$ cat config.mk
export PLATFORM = sky130hd
export DESIGN_NAME = ack_packet_deframer
export DESIGN_NICKNAME = d
export VERILOG_FILES = /design/src/rtl/apd_pkg.sv /design/src/rtl/ack_packet_deframer.sv
export SDC_FILE = /design/constraint.sdc
export NUM_CORES = 1
export LEC_CHECK = 0
export ABC_AREA = 1
export BUFFER_PORTS_ARGS = -buffer_cell sky130_fd_sc_hd__buf_2
export CORE_UTILIZATION = 55
export CTS_CLUSTER_SIZE = 25
export DETAILED_ROUTE_END_ITERATION = 6
export PLACE_DENSITY = 0.74
export SLEW_MARGIN = 20
export SYNTH_ARGS = -nofsm -noshare
export SYNTH_HDL_FRONTEND = slang
export SYNTH_SLANG_ARGS = --single-unit
$ cat constraint.sdc
create_clock -name clk -period 4.99 [get_ports clk]
set_input_delay 0.499 -clock clk [delete_from_list [all_inputs] [get_ports clk]]
set_output_delay 0.499 -clock clk [all_outputs]
set_load 0.01 [all_outputs]
$ cat src/rtl/apd_pkg.sv
`timescale 1ns / 1ps
`default_nettype none

package apd_pkg;

    // Frame status codes, in priority order
    typedef enum logic [2:0] {
        ST_OK        = 3'd0,
        ST_SHORT     = 3'd1,
        ST_BAD_SYNC  = 3'd2,
        ST_TRUNCATED = 3'd3,
        ST_CHECKSUM  = 3'd4,
        ST_NO_CODE   = 3'd5
    } status_t;

    // Result kind codes
    localparam logic KIND_PARAM   = 1'b0;
    localparam logic KIND_SUMMARY = 1'b1;

    // Register word index on the configuration port
    localparam logic REG_SYNC_WORD = 1'b0;

    // Frame layout positions
    localparam logic [16:0] POS_HDR_A  = 17'd2;
    localparam logic [16:0] POS_HDR_B  = 17'd4;
    localparam logic [16:0] POS_LEN    = 17'd6;
    localparam logic [16:0] POS_CODE   = 17'd8;
    localparam logic [16:0] POS_PARAM  = 17'd10;
    localparam logic [16:0] POS_MAX    = 17'h1FFFF;
    localparam logic [16:0] MIN_FRAME  = 17'd12;

    // One queued result
    typedef struct packed {
        logic        kind;
        logic [7:0]  param_byte;
        logic [10:0] apid;
        logic [1:0]  seg_flags;
        logic [13:0] seq_count;
        logic [15:0] command_code;
        logic [15:0] param_count;
        status_t     status;
        logic        run_end;
    } result_t;

endpackage

`default_nettype wire

$ cat src/rtl/ack_packet_deframer.sv
`timescale 1ns / 1ps
`default_nettype none

// A result is written into the registered result queue when its byte is taken.
// Throughput: one byte per cycle while in_stall is low; a byte that closes the buffer
// inside the parameter field yields two results, a parameter result and a summary.
// A four-entry result queue decouples the sides; input stalls when under two free.
// Reset (rst_n low, asynchronous) clears frame state, the queue and the sync word.
module ack_packet_deframer
    import apd_pkg::*;
(
    input  wire logic        clk,
    input  wire logic        rst_n,
    // byte input channel
    input  wire logic        in_valid,
    output logic             in_stall,
    input  wire logic [7:0]  rx_byte,
    input  wire logic        buffer_end,
    // result channel
    output logic             out_valid,
    input  wire logic        out_stall,
    output logic             kind,
    output logic [7:0]       param_byte,
    output logic [10:0]      apid,
    output logic [1:0]       seg_flags,
    output logic [13:0]      seq_count,
    output logic [15:0]      command_code,
    output logic [15:0]      param_count,
    output logic [2:0]       status,
    output logic             run_end,
    // configuration port
    input  wire logic        psel,
    input  wire logic        penable,
    input  wire logic        pwrite,
    input  wire logic [2:0]  paddr,
    input  wire logic [31:0] pwdata,
    output logic [31:0]      prdata,
    output logic             pready
);

    // Configuration register
    logic [15:0] sync_word_reg;

    // Frame state
    logic [16:0] pos_reg,     pos_next;
    logic [15:0] sum_reg,     sum_next;
    logic [15:0] sync_reg,    sync_next;
    logic [15:0] hdr_a_reg,   hdr_a_next;
    logic [15:0] hdr_b_reg,   hdr_b_next;
    logic [15:0] len_reg,     len_next;
    logic [15:0] code_reg,    code_next;
    logic [15:0] trail_reg,   trail_next;

    // Result queue
    result_t     queue_reg [4];
    logic [1:0]  wr_ptr_reg,  wr_ptr_next;
    logic [1:0]  rd_ptr_reg,  rd_ptr_next;
    logic [2:0]  count_reg,   count_next;

    logic        in_take;
    logic        out_take;
    logic [16:0] lim_data;
    logic [16:0] lim_trail;
    logic [16:0] frame_need;
    logic [16:0] pos_inc;
    logic [15:0] upd_sum;
    logic [15:0] upd_sync;
    logic [15:0] upd_hdr_a;
    logic [15:0] upd_hdr_b;
    logic [15:0] upd_len;
    logic [15:0] upd_code;
    logic [15:0] upd_trail;
    logic        emit_param;
    logic        emit_summary;
    status_t     frame_status;
    result_t     param_item;
    result_t     summary_item;
    logic [1:0]  summary_slot;
    logic [2:0]  push_count;
    logic        cfg_write;

    assign in_take  = in_valid & ~in_stall;
    assign out_take = out_valid & ~out_stall;

    // Stall input unless two queue slots are free
    assign in_stall  = (count_reg > 3'd2);
    assign out_valid = (count_reg != 3'd0);

    // Configuration access
    assign pready    = 1'b1;
    assign cfg_write = psel & penable & pwrite & pready;

    always_comb
    begin
        prdata = 32'd0;
        if (paddr[2] == REG_SYNC_WORD)
        begin
            prdata = {16'd0, sync_word_reg};
        end
    end

    always_ff @(posedge clk or negedge rst_n)
    begin
        if (!rst_n)
        begin
            sync_word_reg <= 16'd0;
        end
        else if (cfg_write && (paddr[2] == REG_SYNC_WORD))
        begin
            sync_word_reg <= pwdata[15:0];
        end
    end

    // Bounds derived from the length field seen so far
    assign lim_data  = {1'b0, len_reg} + 17'd8;
    assign lim_trail = {1'b0, len_reg} + 17'd9;

    // Parse one byte and update the frame fields
    always_comb
    begin
        upd_sync  = sync_reg;
        upd_hdr_a = hdr_a_reg;
        upd_hdr_b = hdr_b_reg;
        upd_len   = len_reg;
        upd_code  = code_reg;
        upd_sum   = sum_reg;
        upd_trail = trail_reg;

        if (pos_reg < POS_HDR_A)
        begin
            upd_sync = {sync_reg[7:0], rx_byte};
        end
        else if (pos_reg < POS_HDR_B)
        begin
            upd_hdr_a = {hdr_a_reg[7:0], rx_byte};
        end
        else if (pos_reg < POS_LEN)
        begin
            upd_hdr_b = {hdr_b_reg[7:0], rx_byte};
        end
        else if (pos_reg < POS_CODE)
        begin
            upd_len = {len_reg[7:0], rx_byte};
        end

        if ((pos_reg == POS_CODE) || (pos_reg == POS_CODE + 17'd1))
        begin
            upd_code = {code_reg[7:0], rx_byte};
        end

        if ((pos_reg >= POS_HDR_A) && ((pos_reg < POS_CODE) || (pos_reg <= lim_data)))
        begin
            upd_sum = sum_reg + {8'd0, rx_byte};
        end

        if ((pos_reg >= POS_CODE) &&
            ((pos_reg == lim_trail) || (pos_reg == lim_trail + 17'd1)))
        begin
            upd_trail = {trail_reg[7:0], rx_byte};
        end
    end

    assign emit_param   = (pos_reg >= POS_PARAM) && (pos_reg <= lim_data);
    assign emit_summary = buffer_end;
    assign pos_inc      = (pos_reg == POS_MAX) ? pos_reg : pos_reg + 17'd1;
    assign frame_need   = {1'b0, upd_len} + 17'd11;

    // Check the closed frame in priority order
    always_comb
    begin
        if (pos_inc < MIN_FRAME)
        begin
            frame_status = ST_SHORT;
        end
        else if (upd_sync != sync_word_reg)
        begin
            frame_status = ST_BAD_SYNC;
        end
        else if (pos_inc < frame_need)
        begin
            frame_status = ST_TRUNCATED;
        end
        else if (upd_trail != ~upd_sum)
        begin
            frame_status = ST_CHECKSUM;
        end
        else if (upd_len == 16'd0)
        begin
            frame_status = ST_NO_CODE;
        end
        else
        begin
            frame_status = ST_OK;
        end
    end

    // Build result items
    always_comb
    begin
        param_item            = '0;
        param_item.kind       = KIND_PARAM;
        param_item.param_byte = rx_byte;
        param_item.status     = ST_OK;

        summary_item         = '0;
        summary_item.kind    = KIND_SUMMARY;
        summary_item.status  = frame_status;
        summary_item.run_end = 1'b1;
        if (frame_status == ST_OK)
        begin
            summary_item.apid         = upd_hdr_a[10:0];
            summary_item.seg_flags    = upd_hdr_b[15:14];
            summary_item.seq_count    = upd_hdr_b[13:0];
            summary_item.command_code = upd_code;
            summary_item.param_count  = upd_len - 16'd1;
        end
    end

    // Frame state next values: advance on a byte, clear at buffer end
    always_comb
    begin
        pos_next   = pos_reg;
        sum_next   = sum_reg;
        sync_next  = sync_reg;
        hdr_a_next = hdr_a_reg;
        hdr_b_next = hdr_b_reg;
        len_next   = len_reg;
        code_next  = code_reg;
        trail_next = trail_reg;
        if (in_take)
        begin
            if (buffer_end)
            begin
                pos_next   = '0;
                sum_next   = '0;
                sync_next  = '0;
                hdr_a_next = '0;
                hdr_b_next = '0;
                len_next   = '0;
                code_next  = '0;
                trail_next = '0;
            end
            else
            begin
                pos_next   = pos_inc;
                sum_next   = upd_sum;
                sync_next  = upd_sync;
                hdr_a_next = upd_hdr_a;
                hdr_b_next = upd_hdr_b;
                len_next   = upd_len;
                code_next  = upd_code;
                trail_next = upd_trail;
            end
        end
    end

    always_ff @(posedge clk or negedge rst_n)
    begin
        if (!rst_n)
        begin
            pos_reg   <= '0;
            sum_reg   <= '0;
            sync_reg  <= '0;
            hdr_a_reg <= '0;
            hdr_b_reg <= '0;
            len_reg   <= '0;
            code_reg  <= '0;
            trail_reg <= '0;
        end
        else
        begin
            pos_reg   <= pos_next;
            sum_reg   <= sum_next;
            sync_reg  <= sync_next;
            hdr_a_reg <= hdr_a_next;
            hdr_b_reg <= hdr_b_next;
            len_reg   <= len_next;
            code_reg  <= code_next;
            trail_reg <= trail_next;
        end
    end

    // Queue pointers and fill count
    assign summary_slot = wr_ptr_reg + {1'b0, emit_param};
    assign push_count   = in_take ? ({2'b00, emit_param} + {2'b00, emit_summary}) : 3'd0;

    always_comb
    begin
        wr_ptr_next = wr_ptr_reg + push_count[1:0];
        rd_ptr_next = rd_ptr_reg + {1'b0, out_take};
        count_next  = count_reg + push_count - {2'b00, out_take};
    end

    always_ff @(posedge clk or negedge rst_n)
    begin
        if (!rst_n)
        begin
            wr_ptr_reg <= '0;
            rd_ptr_reg <= '0;
            count_reg  <= '0;
        end
        else
        begin
            wr_ptr_reg <= wr_ptr_next;
            rd_ptr_reg <= rd_ptr_next;
            count_reg  <= count_next;
        end
    end

    // Write up to two requests into the queue
    always_ff @(posedge clk)
    begin
        if (in_take && emit_param)
        begin
            queue_reg[wr_ptr_reg] <= param_item;
        end
        if (in_take && emit_summary)
        begin
            queue_reg[summary_slot] <= summary_item;
        end
    end

    // Drive the head request
    always_comb
    begin
        kind         = queue_reg[rd_ptr_reg].kind;
        param_byte   = queue_reg[rd_ptr_reg].param_byte;
        apid         = queue_reg[rd_ptr_reg].apid;
        seg_flags    = queue_reg[rd_ptr_reg].seg_flags;
        seq_count    = queue_reg[rd_ptr_reg].seq_count;
        command_code = queue_reg[rd_ptr_reg].command_code;
        param_count  = queue_reg[rd_ptr_reg].param_count;
        status       = queue_reg[rd_ptr_reg].status;
        run_end      = queue_reg[rd_ptr_reg].run_end;
    end

endmodule

`default_nettype wire
==> results.cfg, run 1 <==
[outcome]
violations = negative setup slack
outcome = finished with violations

[detailed_routing]
dr_total_vias = 20730
drt_iter0_drc = 2059
avgRoutedWirePerCell_um = 19.23
ant_nets = 0
vias_per_cell = 5.831
drtPass1Iterations = 5
routed_wl_um = 68380
drc = 0

[clock_tree]
clock_latency_ps = 580
cts_max_level = 2
cts_tree = yes
clock_sinks = 431
cts_root_buf = clkbuf_16
max-clock-path-buffers = 3
numCtsBuffers = 45
clk_pin_slew_ps = 60

[finish]
syn2layout_area_growth_pct = 15.41
fill_cells = 3374
largest_reg_flops = 284
final_cell_mix = 562 x nor2_1, 397 x nand2_1, 268 x o21ai_0
final_common_cell = nor2_1
drive_gt1_frac = 0.1485
nNetsFinal = 3089
antennaDiodeCount = 0

[synthesis]
synth_area_sq_um = 23640
yosysSeqAreaShare = 0.5011
syn_inst = 2816
synth_area_per_cell_sq_um = 8.395
synthTopCellsByArea = edfxtp_1 32%, dfrtp_1 16%, nor2_1 9.1%
ys.flop_type = edfxtp_1
synthDistinctLibCells = 53
synth_seq_cells = 431
synth_top_cell_by_area = edfxtp_1
async_flop_share = 0.3411
synth_warnings = 0
synth_edf_count = 248
yosysTopAreaCellShare = 0.3150

[critical_path]
arrival_ps = 5550
r2r_cells = 27
rr_endpoint = queue_reg[0][20]
cp_max_fo = 5
startpoint_type = flip-flop
r2r-start = pos_reg[15]
reg2reg_slack_ps = -140
worstSetupPathType = reg2reg
crit_required_ps = 5410
end_kind = flip-flop

[sta]
fin_ws_ps = -138.8
post-route-period-util = 1.028
hold_viol = 0
relSlewSlack = 0.3528
report.final.slew_viol_count = 0
timing.fmax_ghz = 0.1950
rsz0062_at_grt = yes
finalClockSkew_ps = 18.04
setup_viol = 189
period_minus_slack_ps = 5129
whs_ps = 178.7
worstMarginPinSlew_ps = 970.9
tns_ps = -8898

[power]
finalPower_mw = 19.34
pwr_density_cell_nw_per_um2 = 708.8
p_leak_nw = 11.71
irDropWorstVdd_mv = 0.5915

[place]
dpl.hpwl_um = 43820
port_buffers = 122
place_congestion = 0.9276

[min_path]
whs_path_depth = 3
hold_end = sync_word_reg[4]
hold_path_startpoint = pwdata[4]
hold_class = in2reg

[floorplan]
rows = 75
start_util = 0.5611
die_width_um = 209.3
die_h_um = 209.3
design.portCount = 158
die-area_sq_um = 43810
core_sq_um = 42130

[global_routing]
grt.total_usage = 0.3076
antenna_found_initial = 0
grt-ovfl-total = 0
grt_pass1_wl_um = 105800
grt_pass1_vias = 19574
grt_max_degree = 82

[job]
maxCapViolations = 0
==> cell usage after synthesis (49+ instances only) <==
master	count
nand2_1	410
nor2_1	570
ha_1	56
dfrtp_1	147
nand4_1	74
clkbuf_1	131
edfxtp_1	248
nand3_1	98
a21oi_1	49
xor2_1	72
inv_1	262
o21ai_0	283
o22ai_1	177
==> power by group <==
group | leakage (nW) | total [mW] | internal (mW) | switching (mW)
clock network | 0.687 | 3.26 | 1.87 | 1.40
logic | 6.48 | 10.5 | 3.40 | 7.14
registers | 4.55 | 5.53 | 4.99 | 0.542
total | 11.7 | 19.3 | 10.3 | 9.08
==> worst max-delay path, stage by stage (launching register included) <==
cell	delay [ps]
dfrtp_1	400
nor3_2	200
nand3_2	130
nor3_4	240
nand4_1	170
inv_2	120
nand2_4	90
nand2_4	80
o21ai_4	70
ha_2	200
or2_4	250
nand2_4	70
nand2_4	50
nor4_4	290
nand3b_1	160
nor3_2	220
nand2_1	90
xor2_1	160
ha_1	300
nand4_1	150
o41ai_2	340
buf_4	210
nand2_4	60
nor2_4	190
buf_6	170
clkbuf_16	150
nand4_1	220
nor2_1	190
==> metal layers <==
metal	GRT usage	vias up	share of wire
met4	0.1111	0	0.029
met1	0.4187	9864	0.41
met2	0.5080	919	0.48
met5	0	-	0
li1	-	9806	-
met3	0.03816	141	0.078
==> logic make-up after synthesis <==
group                    count (synthesis)  share of synthesized area
AO/OA/AOI/OAI                          538                     0.1263
XOR/XNOR                                81                    0.03001
adder cells (fa/ha/maj)                 58                    0.03133
buffers and inverters                  450                    0.07823
flip-flops                             431                     0.5011
other                                    2                  0.0003177
AND/OR/NAND/NOR                       1256                     0.2327
==> layout make-up <==
| type | count | area, sq um | share of cell area |
|---|---|---|---|
| Clock buffer | 62 | 1220 | 0.04471 |
| Timing Repair Buffer | 272 | 2048 | 0.07507 |
| Inverter | 280 | 1054 | 0.03862 |
| Tap cell | 539 | 674.4 | 0.02472 |
| Clock inverter | 21 | 181.4 | 0.006650 |
| Multi-Input combinational cell | 1950 | 10250 | 0.3758 |
| Sequential cell | 431 | 11850 | 0.4344 |
==> through the flow <==
stage | utilization | setup slack (ps) | instances | instance area (sq um)
CTS | 0.6385 | 18.53 | 3539 | 26900
global placement | 0.6010 | -35.56 | 3441 | 25320
global route | 0.6475 | -318.8 | 3555 | 27280
detailed placement | 0.6010 | -160.6 | 3441 | 25320
finish | 0.6475 | -138.8 | 3555 | 27280
floorplan | - | 33.77 | 2831 | 23720
==> worst max-delay path by stage <==
stage                     start                to  cells after the start
finish              pos_reg[15]  queue_reg[0][20]                     27
global route        pos_reg[15]  queue_reg[0][12]                     27
CTS                 pos_reg[12]  queue_reg[2][25]                     30
detailed placement  pos_reg[16]  queue_reg[3][51]                     27
global placement    pos_reg[12]  queue_reg[2][47]                     27
floorplan            len_reg[4]  queue_reg[3][10]                     20
==> repair_timing <==
item	CTS	global route
resized for setup	10	63
hold endpoints to repair	47	0
setup endpoints to repair	200	244
pin swaps	3	51
gates cloned	1	3
buffers inserted	13	13
hold buffers	1	0
Power figures use the tool's default switching activity.
==> run 2: changes to the inputs <==
- SETUP_SLACK_MARGIN: default -> 0.4
==> run 2 against run 1 <==
The flow still finishes with violations (negative setup slack). First-iteration DRC count up 2.1%. Maximum frequency up 1.5%. Utilization up 1.5 points. Highest routed layer is now met5. Sequential power about the same.
==> results.cfg, run 2 (synthesis gave the netlist of run 1 again) <==
[outcome]
outcome = finished with violations
violations = negative setup slack

[critical_path]
worstSetupPathType = reg2reg
path_buf_inv = 26
rr_endpoint = queue_reg[0][21]
cp_max_fo = 8
cpMaxStageDelayCell = dfrtp_1
reg2reg_slack_ps = -60
startpoint_type = flip-flop
crit_required_ps = 5320
r2r_cells = 33
r2r-start = pos_reg[12]
end_kind = flip-flop
cp_common_cell = buf_4
arrival_ps = 5380
crit_family = buffers and inverters
slowest_delay_ps = 390

[global_routing]
top_usage_layer = met2
grt_pass1_wl_um = 107500
grt.total_usage = 0.3155
grt-ovfl-total = 0
grtUsageMet1 = 0.4232
met3_usage = 0.04698
antenna_found_initial = 1
use_met2 = 0.5133
grt_pass1_vias = 19895
grt_max_degree = 107

[detailed_routing]
drc = 0
avgRoutedWirePerCell_um = 19.47
drt_iter0_drc = 2102
ant_nets = 0
vias_per_cell = 5.875
dr_total_vias = 21210
routed_wl_um = 70290
drtPass1Iterations = 6

[finish]
antennaDiodeCount = 0
syn2layout_area_growth_pct = 18.11
drive_gt1_frac = 0.1706
fill_cells = 3379
final_cell_mix = 546 x nor2_1, 398 x nand2_1, 260 x inv_1
final_common_cell = nor2_1
largest_reg_flops = 284
nNetsFinal = 3142

[sta]
fin_ws_ps = -61.09
finalClockSkew_ps = 19.47
whs_ps = 30.33
report.final.slew_viol_count = 0
post-route-period-util = 1.012
hold_viol = 0
worstMarginPinSlew_ps = 1036
relSlewSlack = 0.3090
period_minus_slack_ps = 5051
setup_viol = 19
rsz0062_at_grt = yes
timing.fmax_ghz = 0.1980

[floorplan]
core_sq_um = 42130
start_util = 0.5611
rows = 75
die-area_sq_um = 43810
die_h_um = 209.3
die_width_um = 209.3
design.portCount = 158

[clock_tree]
clock_sinks = 431
cts_tree = yes
max-clock-path-buffers = 3
cts_max_level = 2
cts_root_buf = clkbuf_16
numCtsBuffers = 46
clk_pin_slew_ps = 60
clock_latency_ps = 600

[job]
maxCapViolations = 0

[power]
irDropWorstVdd_mv = 0.4847
p_leak_nw = 11.97
pwr_density_cell_nw_per_um2 = 715.9

[place]
port_buffers = 122
place_congestion = 0.9284
dpl.hpwl_um = 42930
dp_slack_ps = 11.76

[min_path]
hold_class = in2async
## run 2: changes by cell type in the layout (fill, tap and decap cells not counted), moves of 4 or more
cell	change
buf_4	+47
nor2_1	-16
nor2_2	+14
o21ai_0	-11
o21ai_1	+9
buf_16	+5
dfrtp_1	-5
dfrtp_2	+5
clkbuf_16	+4
## run 2: how the worst max path moves through the flow
stage / startpoint / end / slack (ps) / cells after the start
CTS: pos_reg[12] / queue_reg[0][41] / 240 / 28
finish: pos_reg[12] / queue_reg[0][21] / -60 / 33
global placement: pos_reg[12] / queue_reg[3][24] / 110 / 26
detailed placement: pos_reg[15] / queue_reg[3][24] / 10 / 26
floorplan: pos_reg[12] / queue_reg[1][4] / 120 / 29
global route: pos_reg[12] / queue_reg[3][51] / -290 / 32
## run 2: area by class of cell
class	count	area [sq um]	share of cell area
Clock inverter	20	150.1	0.005377
Tap cell	539	674.4	0.02415
Clock buffer	66	1299	0.04651
Multi-Input combinational cell	1950	10310	0.3693
Timing Repair Buffer	324	2574	0.09218
Sequential cell	431	11860	0.4247
Inverter	280	1054	0.03773
## run 2: what timing repair did
item | in CTS | in global routing
buffers inserted | 57 | 6
hold buffers | 0 | 0
setup endpoints to repair | 295 | 541
resized for setup | 68 | 40
pin swaps | 31 | 40
gates cloned | 8 | 4
## run 2: power breakdown
group / leakage (nW) / total [mW] / internal, mW / switching [mW]
logic: 6.72 / 11.2 / 3.84 / 7.34
registers: 4.54 / 5.51 / 5.00 / 0.514
clock network: 0.708 / 3.30 / 1.83 / 1.46
total: 12.0 / 20.0 / 10.7 / 9.32
## run 2: per-layer routing
| metal | up-vias | share of wire |
|---|---|---|
| met2 | 1012 | 0.47 |
| met1 | 10131 | 0.41 |
| met5 | - | 0.00018 |
| met4 | 2 | 0.036 |
| li1 | 9913 | - |
| met3 | 152 | 0.089 |
## run 2: through the flow
stage	total power, mW	util	instance area (sq um)	std cells	TNS [ps]
2_1_floorplan	12.12	-	23840	2831	0
3_3_place_gp	15.27	0.6033	25420	3448	0
3_5_place_dp	15.56	0.6033	25420	3448	0
4_1_cts	19.60	0.6561	27640	3599	0
5_1_grt	21.16	0.6627	27920	3610	-48820
6_report	19.99	0.6627	27920	3610	-356.5
